**src/design/kpd_pkg.sv**
```systemverilog
package kpd_pkg;

   // Geometry and anchor layout
   localparam int GRID_WIDTH        = 416;
   localparam int GRID_HEIGHT       = 416;
   localparam int COLOR_COUNT       = 2;
   localparam int CLASS_COUNT       = 2;
   localparam int POINT_COUNT       = 5;
   localparam int SCORE_INDEX       = 2 * POINT_COUNT;
   localparam int COLOR_BASE        = SCORE_INDEX + 1;
   localparam int CLASS_BASE        = COLOR_BASE + COLOR_COUNT;
   localparam int VALUES_PER_ANCHOR = CLASS_BASE + CLASS_COUNT;
   localparam int SLOT_W            = $clog2(VALUES_PER_ANCHOR);

   localparam int CELL_COL_W = $clog2(GRID_WIDTH / 8);
   localparam int CELL_ROW_W = $clog2(GRID_HEIGHT / 8);

   // Field widths
   localparam int VALUE_W  = 16;
   localparam int FIX_W    = 32;
   localparam int POINT_W  = 3;
   localparam int ANCHOR_W = 12;
   localparam int ARG_W    = 3;
   localparam int CSR_IDX_W = 3;

   // Datapath widths: value + cell*256 fits 17 bits, then << (8 + log2 stride)
   localparam int SUM_W       = 17;
   localparam int COORD_SHIFT = 11;
   localparam int COORD_W     = SUM_W + COORD_SHIFT + 2;
   localparam int PROD_W      = FIX_W + COORD_W;
   localparam int ACC_W       = 64;
   localparam int FRAC_BITS   = 16;
   localparam int ROUND_HALF  = 32768;

   localparam int JOB_QUEUE_DEPTH = 2;
   localparam int QPTR_W          = $clog2(JOB_QUEUE_DEPTH);
   localparam int QCNT_W          = $clog2(JOB_QUEUE_DEPTH + 1);

   typedef enum logic [1:0] {
      LEVEL_S8,
      LEVEL_S16,
      LEVEL_S32
   } level_type;

   typedef enum logic [CSR_IDX_W-1:0] {
      CSR_SCORE_THRESHOLD,
      CSR_MAT_XX,
      CSR_MAT_XY,
      CSR_MAT_XT,
      CSR_MAT_YX,
      CSR_MAT_YY,
      CSR_MAT_YT
   } csr_index_type;

   typedef struct packed {
      logic signed [VALUE_W-1:0] feature_value;
      logic                      frame_start;
   } req_type;

   typedef struct packed {
      logic signed [FIX_W-1:0]   point_x;
      logic signed [FIX_W-1:0]   point_y;
      logic [POINT_W-1:0]        point_number;
      logic [ANCHOR_W-1:0]       anchor_number;
      logic                      class_id;
      logic                      color_id;
      logic signed [VALUE_W-1:0] score;
      logic                      last_point;
   } rsp_type;

   typedef struct packed {
      logic signed [FIX_W-1:0] xx;
      logic signed [FIX_W-1:0] xy;
      logic signed [FIX_W-1:0] xt;
      logic signed [FIX_W-1:0] yx;
      logic signed [FIX_W-1:0] yy;
      logic signed [FIX_W-1:0] yt;
   } affine_type;

   // One passing anchor handed from front to back
   typedef struct packed {
      logic [POINT_COUNT-1:0][VALUE_W-1:0] pt_x;
      logic [POINT_COUNT-1:0][VALUE_W-1:0] pt_y;
      logic [CELL_COL_W-1:0]               cell_col;
      logic [CELL_ROW_W-1:0]               cell_row;
      level_type                           level;
      logic [ANCHOR_W-1:0]                 anchor_number;
      logic                                class_id;
      logic                                color_id;
      logic signed [VALUE_W-1:0]           score;
   } job_type;

   // Side fields that ride along the back pipeline
   typedef struct packed {
      logic [POINT_W-1:0]        point_number;
      logic [ANCHOR_W-1:0]       anchor_number;
      logic                      class_id;
      logic                      color_id;
      logic signed [VALUE_W-1:0] score;
      logic                      last_point;
   } meta_type;

   function automatic logic [CELL_COL_W-1:0] last_col(input level_type level);
      logic [CELL_COL_W-1:0] r;
      case (level)
         LEVEL_S16: r = CELL_COL_W'(GRID_WIDTH / 16 - 1);
         LEVEL_S32: r = CELL_COL_W'(GRID_WIDTH / 32 - 1);
         default:   r = CELL_COL_W'(GRID_WIDTH / 8 - 1);
      endcase
      return r;
   endfunction

   function automatic logic [CELL_ROW_W-1:0] last_row(input level_type level);
      logic [CELL_ROW_W-1:0] r;
      case (level)
         LEVEL_S16: r = CELL_ROW_W'(GRID_HEIGHT / 16 - 1);
         LEVEL_S32: r = CELL_ROW_W'(GRID_HEIGHT / 32 - 1);
         default:   r = CELL_ROW_W'(GRID_HEIGHT / 8 - 1);
      endcase
      return r;
   endfunction

endpackage

```
**src/design/kpd_front.sv**
```systemverilog
module kpd_front (
   input  logic                         clock,
   input  logic                         reset,
   input  logic                         req_valid,
   output logic                         req_ready,
   input  kpd_pkg::req_type             req_data,
   input  logic signed [kpd_pkg::VALUE_W-1:0] score_threshold,
   input  logic                         q_full,
   output logic                         q_push,
   output kpd_pkg::job_type             q_job
);

   logic [kpd_pkg::SLOT_W-1:0]     slot_ff, slot_in;
   logic [kpd_pkg::ANCHOR_W-1:0]   anchor_ff, anchor_in;
   logic [kpd_pkg::CELL_COL_W-1:0] col_ff, col_in;
   logic [kpd_pkg::CELL_ROW_W-1:0] row_ff, row_in;
   kpd_pkg::level_type             level_ff, level_in;
   logic signed [kpd_pkg::VALUE_W-1:0] vals_ff [kpd_pkg::VALUES_PER_ANCHOR];

   logic signed [kpd_pkg::VALUE_W-1:0] cur [kpd_pkg::VALUES_PER_ANCHOR];
   logic [kpd_pkg::SLOT_W-1:0]     slot;
   logic [kpd_pkg::ANCHOR_W-1:0]   anchor;
   logic [kpd_pkg::CELL_COL_W-1:0] col;
   logic [kpd_pkg::CELL_ROW_W-1:0] row;
   kpd_pkg::level_type             level;
   logic                           accept;
   logic                           anchor_done;
   logic [kpd_pkg::ARG_W-1:0]      color_idx;
   logic [kpd_pkg::ARG_W-1:0]      class_idx;

   assign req_ready = !q_full;
   assign accept    = req_valid && req_ready;

   // frame_start restarts the counters before this value is placed
   always_comb begin
      slot   = req_data.frame_start ? '0 : slot_ff;
      anchor = req_data.frame_start ? '0 : anchor_ff;
      col    = req_data.frame_start ? '0 : col_ff;
      row    = req_data.frame_start ? '0 : row_ff;
      level  = req_data.frame_start ? kpd_pkg::LEVEL_S8 : level_ff;
   end

   assign anchor_done = accept &&
                        (slot == kpd_pkg::SLOT_W'(kpd_pkg::VALUES_PER_ANCHOR - 1));

   always_comb begin
      for (int i = 0; i < kpd_pkg::VALUES_PER_ANCHOR; i++) begin
         cur[i] = (slot == kpd_pkg::SLOT_W'(i)) ? req_data.feature_value : vals_ff[i];
      end
   end

   // Argmax, lowest index wins ties
   always_comb begin
      logic signed [kpd_pkg::VALUE_W-1:0] best_color;
      logic signed [kpd_pkg::VALUE_W-1:0] best_class;
      best_color = cur[kpd_pkg::COLOR_BASE];
      best_class = cur[kpd_pkg::CLASS_BASE];
      color_idx  = '0;
      class_idx  = '0;
      for (int i = 1; i < kpd_pkg::COLOR_COUNT; i++) begin
         if (cur[kpd_pkg::COLOR_BASE + i] > best_color) begin
            best_color = cur[kpd_pkg::COLOR_BASE + i];
            color_idx  = kpd_pkg::ARG_W'(i);
         end
      end
      for (int i = 1; i < kpd_pkg::CLASS_COUNT; i++) begin
         if (cur[kpd_pkg::CLASS_BASE + i] > best_class) begin
            best_class = cur[kpd_pkg::CLASS_BASE + i];
            class_idx  = kpd_pkg::ARG_W'(i);
         end
      end
   end

   always_comb begin
      for (int p = 0; p < kpd_pkg::POINT_COUNT; p++) begin
         q_job.pt_x[p] = cur[2 * p];
         q_job.pt_y[p] = cur[2 * p + 1];
      end
      q_job.cell_col      = col;
      q_job.cell_row      = row;
      q_job.level         = level;
      q_job.anchor_number = anchor;
      q_job.class_id      = class_idx[0];
      q_job.color_id      = color_idx[0];
      q_job.score         = cur[kpd_pkg::SCORE_INDEX];
   end

   assign q_push = anchor_done && (cur[kpd_pkg::SCORE_INDEX] >= score_threshold);

   always_comb begin
      slot_in   = slot_ff;
      anchor_in = anchor_ff;
      col_in    = col_ff;
      row_in    = row_ff;
      level_in  = level_ff;
      if (accept) begin
         slot_in   = slot + 1'b1;
         anchor_in = anchor;
         col_in    = col;
         row_in    = row;
         level_in  = level;
         if (anchor_done) begin
            slot_in   = '0;
            anchor_in = anchor + 1'b1;
            col_in    = col + 1'b1;
            if (col == kpd_pkg::last_col(level)) begin
               col_in = '0;
               row_in = row + 1'b1;
               if (row == kpd_pkg::last_row(level)) begin
                  row_in = '0;
                  case (level)
                     kpd_pkg::LEVEL_S8:  level_in = kpd_pkg::LEVEL_S16;
                     kpd_pkg::LEVEL_S16: level_in = kpd_pkg::LEVEL_S32;
                     default: begin
                        // end of frame: wrap to the first anchor
                        level_in  = kpd_pkg::LEVEL_S8;
                        anchor_in = '0;
                     end
                  endcase
               end
            end
         end
      end
   end

   always_ff @(posedge clock) begin
      if (reset) begin
         slot_ff   <= '0;
         anchor_ff <= '0;
         col_ff    <= '0;
         row_ff    <= '0;
         level_ff  <= kpd_pkg::LEVEL_S8;
      end else begin
         slot_ff   <= slot_in;
         anchor_ff <= anchor_in;
         col_ff    <= col_in;
         row_ff    <= row_in;
         level_ff  <= level_in;
      end
   end

   always_ff @(posedge clock) begin
      if (accept) begin
         vals_ff[slot] <= req_data.feature_value;
      end
   end

endmodule

```
**config.mk**
```make
export PLATFORM = sky130hd
export DESIGN_NAME = kpd_front
export DESIGN_NICKNAME = d
export VERILOG_FILES = /design/src/design/kpd_pkg.sv /design/src/design/kpd_front.sv
export SDC_FILE = /design/constraint.sdc
export NUM_CORES = 1
export LEC_CHECK = 0
export BUFFER_PORTS_ARGS = -buffer_cell sky130_fd_sc_hd__buf_4
export CAP_MARGIN = 20
export CORE_ASPECT_RATIO = 0.6
export CORE_UTILIZATION = 35
export CTS_CLUSTER_SIZE = 24
export DETAILED_ROUTE_END_ITERATION = 8
export HOLD_SLACK_MARGIN = 0.15
export PLACE_DENSITY = 0.6
export SYNTH_ARGS = -nofsm -noshare
export SYNTH_HDL_FRONTEND = slang
export SYNTH_SLANG_ARGS = --single-unit
```
**constraint.sdc**
```tcl
create_clock -name clock -period 4.85 [get_ports clock]
set_clock_uncertainty 0.2 [all_clocks]
set_input_delay 0.7275 -clock clock [delete_from_list [all_inputs] [get_ports clock]]
set_output_delay 0.7275 -clock clock [all_outputs]
set_load 0.05 [all_outputs]
```
==> impl_metrics.py <==
metrics = {
    "yosys": {
        "syn_area_per_cell_sq_um": 13.50,
        "synthArstFlopShare": 0,
        "synth-edff-count": 240,
        "syn_nets": 1080,
        "yosysSeqAreaShare": 0.5848,
        "synth_ff_type": "edfxtp_1",
        "netlist_instances": 989,
        "yosysTopAreaCellShare": 0.5398,
        "yosys_warnings": 0,
        "syn_area_sq_mm": 0.01335,
        "synth.area.top_cells": "edfxtp_1, mux2_2, ha_1",
        "yosys.area.top_type": "edfxtp_1",
        "synth_seq_cells": 270,
        "synth_cell_types": 57,
    },
    "pwr": {
        "max-vdd-ir-drop_v": 0.0002460,
        "p_leak_nw": 6.255,
        "finalPower_mw": 4.920,
        "powerDensity_mw_per_mm2": 295.0,
    },
    "drt": {
        "drc_errors": 0,
        "antenna_left": 0,
        "vias": 9110,
        "avgRoutedWirePerCell_um": 21.49,
        "routed_via_density": 5.191,
        "drtPass1Iterations": 5,
        "wl_um": 37710,
        "drtIter0Drc": 738,
    },
    "place": {
        "port_buffers": 242,
        "dp_slack_ns": 0.4266,
        "place_congestion": 0.9000,
        "dp_hpwl_um": 25800,
    },
    "clock_network": {
        "cts.path.max_buffers": 3,
        "cts-root-buf": "clkbuf_16",
        "cts-resized-gates": 0,
        "cts_tree": "yes",
        "path_clk_slew_ns": 0.06,
        "htree_levels": 1,
        "postCtsHoldBufs": 0,
        "numCtsBuffers": 28,
        "clk_latency_ns": 0.56,
        "post_cts_buffers": 0,
        "cts_sinks": 270,
    },
    "critical_path": {
        "worst_path_max_delay_cell": "dfxtp_1",
        "startpoint_type": "register",
        "path_common_cell": "buf_4",
        "critical-path-top-delay-family": "multiplexers",
        "end_kind": "output port",
        "critical_path_required_ns": 3.92,
        "worst_path_largest_cell_delay_ns": 0.55,
        "worstPathCellList": "nor2b_1 -> buf_4 -> nand2_1 -> buf_4 -> mux2_2 -> ha_1 -> nand4_1 -> a211oi_1 -> nor2_1 -> mux2_2 -> o21a_1 -> buf_4",
        "arrival_ns": 3.73,
        "critPathKind": "reg2out",
        "crit_buf_inv": 3,
        "crit_fanout": 17,
    },
    "timing": {
        "max_slew_margin": 0.2912,
        "tns_ns": 0,
        "worst_slack_ns": 0.1966,
        "min_period_over_period": 0.9595,
        "max_freq_mhz": 214.9,
        "drv_slew": 0,
        "tightest_slew_ns": 1.052,
        "timing.hold.ws_ns": 0.2546,
        "period_minus_slack_ns": 4.653,
        "rsz0062_at_grt": "false",
        "hold_viol": 0,
        "finalSetupViolations": 0,
    },
    "min_path": {
        "worstHoldPathType": "in2reg",
    },
    "global_route": {
        "grt_pass1_wl_um": 56640,
        "grt_overflow": 0,
        "grtUsageTotal": 0.1909,
        "grt_max_degree": 52,
        "antenna_found_initial": 0,
        "first_global_vias": 9093,
    },
    "die": {
        "die_x_um": 254.2,
        "boundaryPins": 243,
        "die_h_um": 153.3,
        "start_util": 0.3613,
        "die-area_sq_mm": 0.03896,
        "rows": 54,
        "core_sq_mm": 0.03696,
    },
    "status": {
        "status": "completed",
    },
    "finish": {
        "final_common_cell": "buf_4",
        "drive_gt1_frac": 0.4141,
        "layout_common_cells": "buf_4, edfxtp_1, mux2_2",
        "insertedDiodeCount": 0,
        "final_nets": 1323,
        "area_delta_synth_final_pct": 24.91,
    },
    "flow_run": {
        "cap_violations": 0,
    },
}
[area by class of cell]
| cell class | count | area [sq um] |
|---|---|---|
| clock buffer | 33 | 740.7 |
| clock inverter | 16 | 131.4 |
| fill | 3394 | 20280 |
| inverter | 29 | 108.9 |
| multi-input combinational | 630 | 5201 |
| sequential | 270 | 7807 |
| tap | 504 | 630.6 |
| timing repair buffer | 273 | 2057 |
[routing by layer]
metal  GRT usage  up-vias  part of all wire
met5           0        -                 0
met4     0.03414        0             0.017
met3     0.03849       45             0.059
met2      0.2952      283              0.45
met1      0.2779     4536              0.47
li1            -     4246                 -
[synth_stat cells (all sizes together) (2+ instances only)]
cell type,n
mux2i,34
a31oi,5
edfxtp,240
nand2,85
nand4bb,5
nor2,33
and4bb,4
inv,29
or4,2
a21oi,33
mux2,193
and4,6
a221oi,3
xnor2,3
o21ai,19
a221o,4
o22ai,2
a32oi,4
nand2b,8
a21o,5
dfxtp,30
o211ai,6
ha,54
nand3,15
o41ai,2
buf,17
nor4,4
o31ai,9
nor3,7
or3,4
and3,10
a211oi,4
nor2b,27
nand4,18
clkbuf,43
and2,6
[state kept, by name, indices dropped and copies added, names as in the netlist]
| register | count |
|---|---|
| anchor_ff | 12 |
| col_ff | 6 |
| level_ff | 2 |
| row_ff | 6 |
| slot_ff | 4 |
| vals_ff | 240 |
[cells by family after synthesis]
family | after synthesis | share of synthesized area
flip-flops | 270 | 0.5848
AO/OA/AOI/OAI | 106 | 0.05201
XOR/XNOR | 3 | 0.001968
buffers and inverters | 89 | 0.02699
multiplexers | 227 | 0.1883
AND/OR/NAND/NOR | 240 | 0.09540
adder cells (fa/ha/maj) | 54 | 0.05060
[power by group]
part	internal [mW]	switching (mW)
Combinational	0.0756	0.200
Sequential	2.54	0.00366
Clock	1.19	0.914
[final timing paths]
check / from / to / slack (ns) / cells past startpoint
max: slot_ff[0]$_SDFFE_PP0P_ / q_push / 0.20 / 12
min reg2reg: level_ff[1]$_SDFFE_PP0P_ / level_ff[1]$_SDFFE_PP0P_ / 0.29 / 2
max reg2reg: slot_ff[0]$_SDFFE_PP0P_ / vals_ff[7][5]$_DFFE_PP_ / 1.73 / 4
min: req_data[9] / vals_ff[13][8]$_DFFE_PP_ / 0.25 / 1
[through the flow]
stage / area (sq um) / instances / utilization
finish: 16680 / 1755 / 0.4512
detailed placement: 15790 / 1705 / 0.4271
floorplan: 13360 / 989 / -
global route: 16680 / 1755 / 0.4512
global placement: 15790 / 1705 / 0.4271
CTS: 16660 / 1754 / 0.4507
Power figures use the tool's default switching activity.
