## src/design/kpd_pkg.sv

```systemverilog
package kpd_pkg;

   // Geometry and anchor layout
   localparam int GRID_WIDTH        = 416;
   localparam int GRID_HEIGHT       = 416;
   localparam int COLOR_COUNT       = 2;
   localparam int CLASS_COUNT       = 2;
   localparam int POINT_COUNT       = 5;
   localparam int SCORE_INDEX       = 2 * POINT_COUNT;
   localparam int COLOR_BASE        = SCORE_INDEX + 1;
   localparam int CLASS_BASE        = COLOR_BASE + COLOR_COUNT;
   localparam int VALUES_PER_ANCHOR = CLASS_BASE + CLASS_COUNT;
   localparam int SLOT_W            = $clog2(VALUES_PER_ANCHOR);

   localparam int CELL_COL_W = $clog2(GRID_WIDTH / 8);
   localparam int CELL_ROW_W = $clog2(GRID_HEIGHT / 8);

   // Field widths
   localparam int VALUE_W  = 16;
   localparam int FIX_W    = 32;
   localparam int POINT_W  = 3;
   localparam int ANCHOR_W = 12;
   localparam int ARG_W    = 3;
   localparam int CSR_IDX_W = 3;

   // Datapath widths: value + cell*256 fits 17 bits, then << (8 + log2 stride)
   localparam int SUM_W       = 17;
   localparam int COORD_SHIFT = 11;
   localparam int COORD_W     = SUM_W + COORD_SHIFT + 2;
   localparam int PROD_W      = FIX_W + COORD_W;
   localparam int ACC_W       = 64;
   localparam int FRAC_BITS   = 16;
   localparam int ROUND_HALF  = 32768;

   localparam int JOB_QUEUE_DEPTH = 2;
   localparam int QPTR_W          = $clog2(JOB_QUEUE_DEPTH);
   localparam int QCNT_W          = $clog2(JOB_QUEUE_DEPTH + 1);

   typedef enum logic [1:0] {
      LEVEL_S8,
      LEVEL_S16,
      LEVEL_S32
   } level_type;

   typedef enum logic [CSR_IDX_W-1:0] {
      CSR_SCORE_THRESHOLD,
      CSR_MAT_XX,
      CSR_MAT_XY,
      CSR_MAT_XT,
      CSR_MAT_YX,
      CSR_MAT_YY,
      CSR_MAT_YT
   } csr_index_type;

   typedef struct packed {
      logic signed [VALUE_W-1:0] feature_value;
      logic                      frame_start;
   } req_type;

   typedef struct packed {
      logic signed [FIX_W-1:0]   point_x;
      logic signed [FIX_W-1:0]   point_y;
      logic [POINT_W-1:0]        point_number;
      logic [ANCHOR_W-1:0]       anchor_number;
      logic                      class_id;
      logic                      color_id;
      logic signed [VALUE_W-1:0] score;
      logic                      last_point;
   } rsp_type;

   typedef struct packed {
      logic signed [FIX_W-1:0] xx;
      logic signed [FIX_W-1:0] xy;
      logic signed [FIX_W-1:0] xt;
      logic signed [FIX_W-1:0] yx;
      logic signed [FIX_W-1:0] yy;
      logic signed [FIX_W-1:0] yt;
   } affine_type;

   // One passing anchor handed from front to back
   typedef struct packed {
      logic [POINT_COUNT-1:0][VALUE_W-1:0] pt_x;
      logic [POINT_COUNT-1:0][VALUE_W-1:0] pt_y;
      logic [CELL_COL_W-1:0]               cell_col;
      logic [CELL_ROW_W-1:0]               cell_row;
      level_type                           level;
      logic [ANCHOR_W-1:0]                 anchor_number;
      logic                                class_id;
      logic                                color_id;
      logic signed [VALUE_W-1:0]           score;
   } job_type;

   // Side fields that ride along the back pipeline
   typedef struct packed {
      logic [POINT_W-1:0]        point_number;
      logic [ANCHOR_W-1:0]       anchor_number;
      logic                      class_id;
      logic                      color_id;
      logic signed [VALUE_W-1:0] score;
      logic                      last_point;
   } meta_type;

   function automatic logic [CELL_COL_W-1:0] last_col(input level_type level);
      logic [CELL_COL_W-1:0] r;
      case (level)
         LEVEL_S16: r = CELL_COL_W'(GRID_WIDTH / 16 - 1);
         LEVEL_S32: r = CELL_COL_W'(GRID_WIDTH / 32 - 1);
         default:   r = CELL_COL_W'(GRID_WIDTH / 8 - 1);
      endcase
      return r;
   endfunction

   function automatic logic [CELL_ROW_W-1:0] last_row(input level_type level);
      logic [CELL_ROW_W-1:0] r;
      case (level)
         LEVEL_S16: r = CELL_ROW_W'(GRID_HEIGHT / 16 - 1);
         LEVEL_S32: r = CELL_ROW_W'(GRID_HEIGHT / 32 - 1);
         default:   r = CELL_ROW_W'(GRID_HEIGHT / 8 - 1);
      endcase
      return r;
   endfunction

endpackage

```

## src/design/kpd_job_fifo.sv

```systemverilog
module kpd_job_fifo (
   input  logic             clock,
   input  logic             reset,
   input  logic             push,
   input  kpd_pkg::job_type push_job,
   input  logic             pop,
   output kpd_pkg::job_type head_job,
   output logic             empty,
   output logic             full
);

   kpd_pkg::job_type            entry_ff [kpd_pkg::JOB_QUEUE_DEPTH];
   logic [kpd_pkg::QPTR_W-1:0]  wr_ptr_ff, wr_ptr_in;
   logic [kpd_pkg::QPTR_W-1:0]  rd_ptr_ff, rd_ptr_in;
   logic [kpd_pkg::QCNT_W-1:0]  count_ff, count_in;

   assign empty    = (count_ff == '0);
   assign full     = (count_ff == kpd_pkg::QCNT_W'(kpd_pkg::JOB_QUEUE_DEPTH));
   assign head_job = entry_ff[rd_ptr_ff];

   always_comb begin
      wr_ptr_in = wr_ptr_ff;
      rd_ptr_in = rd_ptr_ff;
      count_in  = count_ff;
      if (push) begin
         wr_ptr_in = (wr_ptr_ff == kpd_pkg::QPTR_W'(kpd_pkg::JOB_QUEUE_DEPTH - 1)) ?
                     '0 : wr_ptr_ff + 1'b1;
      end
      if (pop) begin
         rd_ptr_in = (rd_ptr_ff == kpd_pkg::QPTR_W'(kpd_pkg::JOB_QUEUE_DEPTH - 1)) ?
                     '0 : rd_ptr_ff + 1'b1;
      end
      if (push && !pop) begin
         count_in = count_ff + 1'b1;
      end else if (pop && !push) begin
         count_in = count_ff - 1'b1;
      end
   end

   always_ff @(posedge clock) begin
      if (reset) begin
         wr_ptr_ff <= '0;
         rd_ptr_ff <= '0;
         count_ff  <= '0;
      end else begin
         wr_ptr_ff <= wr_ptr_in;
         rd_ptr_ff <= rd_ptr_in;
         count_ff  <= count_in;
      end
   end

   always_ff @(posedge clock) begin
      if (push) begin
         entry_ff[wr_ptr_ff] <= push_job;
      end
   end

endmodule

```

## config.mk

```make
export PLATFORM = sky130hd
export DESIGN_NAME = kpd_job_fifo
export DESIGN_NICKNAME = d
export VERILOG_FILES = /design/src/design/kpd_pkg.sv /design/src/design/kpd_job_fifo.sv
export SDC_FILE = /design/constraint.sdc
export NUM_CORES = 1
export LEC_CHECK = 0
export BUFFER_PORTS_ARGS = -buffer_cell sky130_fd_sc_hd__buf_4
export CORE_MARGIN = 5
export CORE_UTILIZATION = 54
export CTS_BUF_LIST = sky130_fd_sc_hd__clkbuf_8
export CTS_CLUSTER_DIAMETER = 80
export DETAILED_ROUTE_END_ITERATION = 8
export PLACE_DENSITY = 0.82
export SYNTH_ARGS = -nofsm -noshare
export SYNTH_HDL_FRONTEND = slang
export SYNTH_SLANG_ARGS = --single-unit
```

## constraint.sdc

```tcl
create_clock -name clock -period 11.7 [get_ports clock]
set_input_delay 1.17 -clock clock [delete_from_list [all_inputs] [get_ports clock]]
set_output_delay 1.17 -clock clock [all_outputs]
set_load 0.02 [all_outputs]
```

==> results of run 1 <==
[routing by layer]
layer | routed length [um] | share of wire, % | vias to the layer above | track usage, %
li1 | - | - | 3551 | -
met5 | 32 | 0.096 | - | 0
met3 | 3039 | 9.1 | 95 | 7.437
met4 | 1570 | 4.7 | 4 | 10.39
met1 | 11460 | 34 | 3866 | 21.09
met2 | 17220 | 52 | 380 | 34.42
[kinds of logic (layout without fill, tap and decap cells)]
kind of cell             count (synthesis)  in the layout  share of synthesized area [%]
XOR/XNOR                                 4              4                         0.2248
flip-flops                             413            413                          79.24
other                                    0              4                              0
multiplexers                           204            204                          18.59
AND/OR/NAND/NOR                          9              9                         0.2810
adder cells (fa/ha/maj)                  1              1                        0.08025
buffers and inverters                   24            533                          1.525
AO/OA/AOI/OAI                            2              2                        0.06415
[registers in the layout, summed over array words and instances, names as in the netlist, named ones only]
signal	cells
count_ff	2
wr_ptr_ff	1
rd_ptr_ff	1
entry_ff	408
[tightest hold or removal path, delay by kind of cell (launching register included)]
kind / cells / cell delay, ps
flip-flops: 1 / 320
AND/OR/NAND/NOR: 1 / 80
XOR/XNOR: 1 / 80
[metrics by stage]
step	cell area [sq um]	instances
finish	20190	1554
global route	20190	1554
CTS	20180	1550
detailed placement	19010	1439
global placement	19010	1439
floorplan	15590	657
[synth_stat cells (all sizes together)]
| cell | number | area share [%] |
|---|---|---|
| xor2 | 2 | 0.11 |
| and2 | 1 | 0.040 |
| xnor2 | 2 | 0.11 |
| ha | 1 | 0.080 |
| mux2 | 204 | 19 |
| buf | 23 | 1.5 |
| edfxtp | 408 | 79 |
| nor2 | 5 | 0.12 |
| a21oi | 1 | 0.032 |
| dfxtp | 5 | 0.64 |
| inv | 1 | 0.024 |
| or3 | 1 | 0.040 |
| nor2b | 2 | 0.080 |
| o21ai | 1 | 0.032 |
[worst max path at each step]
stage	cells after the start	slack, ps	end	from
detailed placement	4	7510	head_job[56]	flop
global route	4	6730	head_job[56]	flop
global placement	4	7520	head_job[87]	flop
floorplan	1	940	entry_ff[0][0]	push
finish	4	6950	head_job[56]	flop
CTS	4	6890	head_job[56]	flop
[cell type report]
class,instances,share of cell area (%)
Inverter,1,0.01859
Multi-Input combinational cell,220,14.91
Antenna cell,4,0.04958
Clock buffer,67,4.568
Tap cell,384,2.380
Sequential cell,413,61.20
Timing Repair Buffer,421,15.66
Clock inverter,44,1.221
[where the power goes]
group / internal [W] / switching, W
Sequential: 0.00173 / 0.0000310
Clock: 0.000578 / 0.000518
Combinational: 0.000259 / 0.000261
==> impl_metrics.tcl, run 1 <==
set metrics [dict create \
    fillers 1732 \
    final_cell_mix "421 x buf_4, 408 x edfxtp_1, 160 x mux2_4" \
    vias 7896 \
    seq_area_sq_mm 0.01236 \
    crit_required_ps 10530 \
    avgSynthCellArea_sq_um 23.73 \
    cp.arrival_ps 3580 \
    worst-setup-path-type "flop to primary output" \
    hold_depth 2 \
    fin_hold_ws_ps 520.0 \
    antenna_found_initial 6 \
    utilization_pct 70.53 \
    dp_hpwl_mm 23.16 \
    grt-ovfl-total 0 \
    worstSetupEndpointType "primary output" \
    cpMaxStageDelayCell "buf_4" \
    cap_viol_max_count 0 \
    final_layout_size_suffix_gt1_share_pct 60.46 \
    die_w_um 179.9 \
    die_h_um 179.9 \
    final_max_slew_viol_count 0 \
    ctsHoldBuffers 0 \
    setup_viol 0 \
    postCtsSetupRepairBufs 0 \
    status "completed" \
    start_kind "flop" \
    grt_max_degree 77 \
    cp_slowest_stage_delay_ps 850 \
    cts_resized 0 \
    synth_seq_cells 413 \
    rrSetupSlack_ps 9160 \
    cts-root-buf "clkbuf_8" \
    path_cells "buf_4 -> buf_4 -> mux2_4 -> buf_4" \
    ir_drop_v 0.0001468 \
    cts_buffer_depth 3 \
    r2r_cells 2 \
    layout_commonest_cell "buf_4" \
    gp_congestion 0.7803 \
    max_slew_margin_pct 23.92 \
    hold_viol 0 \
    cts.clk_slew.worst_paths_ps 60 \
    syn_area_sq_mm 0.01559 \
    critPathMaxFanout 58 \
    p_leak_nw 7.985 \
    crit_path_frequent_cell "buf_4" \
    clock_latency_ps 540 \
    post-route-period-util_pct 40.58 \
    rows 62 \
    crit_buf_inv 3 \
    wire_per_inst_um 21.44 \
    multi_input_area_sq_mm 0.003009 \
    drtIter0Drc 524 \
    fmaxAchievable_mhz 210.6 \
    yosysSeqAreaShare_pct 79.24 \
    power_w 0.003379 \
    cts_tree "built" \
    hold_start "rd_ptr_ff" \
    grt_setup_unrepaired "no" \
    pre_cts_ws_ps 7513 \
    drc 0 \
    area_growth_pct 29.50 \
    cts_max_level 3 \
    io_buffers 413 \
    start_util_pct 54.46 \
    syn_inst 657 \
    grt_usage_pct 19.83 \
    grt_pass1_wl_mm 49.25 \
    fin_tns_setup_ps 0 \
    r2r_end "entry_ff[1][96]" \
    die-area_sq_mm 0.03237 \
    synth_fp_nets 866 \
    boundaryPins 414 \
    finalWirelength_mm 33.33 \
    min_period_ps 4748 \
    crit_family "buffers and inverters" \
    antenna_left 0 \
    r2r-start "wr_ptr_ff" \
    finClkSkew_ps 27.07 \
    nets 1333 \
    tightest_slew_ps 1141 \
    vias_per_cell 5.081 \
    synth_warnings 0 \
    p_per_area_mw_per_mm2 167.4 \
    cts_num_sinks 413 \
    synth_cell_type_count 16 \
    cts_buffers 67 \
    grt_pass1_vias 8580 \
    postLayoutSetupSlackWorst_ps 6952 \
    dr.pass1.iters 7 \
    min_path_type "flop to flop" \
    fp.coreArea_sq_mm 0.02863 \
]
No activity file was read; power rests on OpenSTA's default activity.
==> run 2: changes to the inputs <==
==> constraint.sdc (replaced) <==
create_clock -name clock -period 4.8 [get_ports clock]
set_input_delay 0.48 -clock clock [delete_from_list [all_inputs] [get_ports clock]]
set_output_delay 0.48 -clock clock [all_outputs]
set_load 0.02 [all_outputs]
==> impl_metrics.tcl, run 2 (synthesized netlist as in run 1, its figures left out) <==
set metrics [dict create \
    p_leak_nw 8.030 \
    dr.pass1.iters 4 \
    worstSetupEndpointType "primary output" \
    tightest_slew_ps 1137 \
    cts-root-buf "clkbuf_8" \
    hold_viol 0 \
    cts_buffers 67 \
    critPathMaxFanout 74 \
    die-area_sq_mm 0.03237 \
    grt_pass1_wl_mm 48.91 \
    grt-ovfl-total 0 \
    ir_drop_v 0.0002767 \
    finalWirelength_mm 33.08 \
    fin_tns_setup_ps 0 \
    dp_cells 1440 \
    fin_hold_ws_ps 92.26 \
    crit_required_ps 4320 \
    fp.coreArea_sq_mm 0.02863 \
    grt_max_degree 124 \
    power_w 0.008257 \
    worst-setup-path-type "flop to primary output" \
    grt_use_met3_pct 7.074 \
    ctsHoldBuffers 0 \
    cts_max_level 3 \
    clock_latency_ps 570 \
    status "completed" \
    dp_hpwl_mm 22.76 \
    use_met1_pct 21.68 \
    grt_usage_pct 19.65 \
    top_usage_layer "met2" \
    vias 7887 \
    drc 0 \
    post-route-period-util_pct 63.48 \
    seq_area_sq_mm 0.01236 \
    antenna_found_initial 5 \
    min_path_type "input port to flop" \
    cts_num_sinks 413 \
    pre_cts_ws_ps 2328 \
    drtIter0Drc 506 \
    fillers 1720 \
    final_cell_mix "418 x buf_4, 408 x edfxtp_1, 160 x mux2_4" \
    final_cells 1558 \
    regMostFlops "entry_ff" \
    setup_viol 0 \
    top_regs "entry_ff (408), count_ff (2)" \
    postLayoutSetupSlackWorst_ps 1753 \
    min_period_ps 3047 \
    multi_input_area_sq_mm 0.003009 \
    fmaxAchievable_mhz 328.2 \
    start_kind "flop" \
    cts_resized 0 \
    final_layout_size_suffix_gt1_share_pct 60.43 \
    die_h_um 179.9 \
    use_met2_pct 34.96 \
    start_util_pct 54.46 \
    postCtsSetupRepairBufs 0 \
    grt_pass1_vias 8420 \
    die_w_um 179.9 \
    rows 62 \
    nets 1334 \
    area_growth_pct 30.00 \
    cts_buffer_depth 3 \
    gp_congestion 0.7985 \
    max_slew_margin_pct 24.18 \
    grt_setup_unrepaired "no" \
    final_max_slew_viol_count 0 \
    cts_tree "built" \
    cap_viol_max_count 0 \
    largest_reg_flops 408 \
    finClkSkew_ps 33.08 \
    cp.arrival_ps 2570 \
    cts.clk_slew.worst_paths_ps 60 \
    layout_commonest_cell "buf_4" \
    antenna_left 0 \
    wire_per_inst_um 21.23 \
    p_per_area_mw_per_mm2 407.4 \
    boundaryPins 414 \
    io_buffers 413 \
    vias_per_cell 5.062 \
]
[run 2: changes by cell type in the layout (fill, tap and decap cells not counted), sizes merged]
cell	before	now
clkbuf	67	71
buf	421	422
bufinv	2	1
inv	25	28
clkinv	16	14
clkinvlp	2	1
[run 2: stage by stage]
step / area (sq um) / utilization [%]
finish: 20270 / 70.80
global route: 20270 / 70.80
CTS: 20260 / 70.76
detailed placement: 19070 / 66.61
global placement: 19070 / 66.61
floorplan: 15600 / -
[run 2: path summary, 6_finish.rpt]
path,from,to,slack (ps),cells past startpoint
worst max-delay path,flop,head_job[21],1750,3
worst max register to register,wr_ptr_ff,entry_ff[1][111],2630,2
worst min-delay path,push_job[161],entry_ff[0][161],90,1
worst min register to register,count_ff[1],count_ff[1],500,2
[run 2: layer usage]
layer,vias up,routed length [um]
li1,3558,-
met1,3936,11670
met2,334,17560
met3,57,2834
met4,2,1010
met5,-,13
[run 2: layout make-up]
cell class / instances / share of cell area, %
tap: 384 / 2.371
timing repair buffer: 422 / 15.88
multi-input combinational: 220 / 14.85
sequential: 413 / 60.97
clock buffer: 71 / 4.822
antenna: 4 / 0.04939
clock inverter: 43 / 1.043
inverter: 1 / 0.01852
[run 2: worst max-delay path: stages (launching register included)]
cell	delay, ps
dfxtp_4	820
buf_12	480
mux2_2	410
buf_4	160
[run 2: where the power goes]
group          switching (W)  internal [W]  total (W)
clock network        0.00127       0.00142    0.00269
logic               0.000645      0.000635    0.00128
registers          0.0000695       0.00422    0.00429
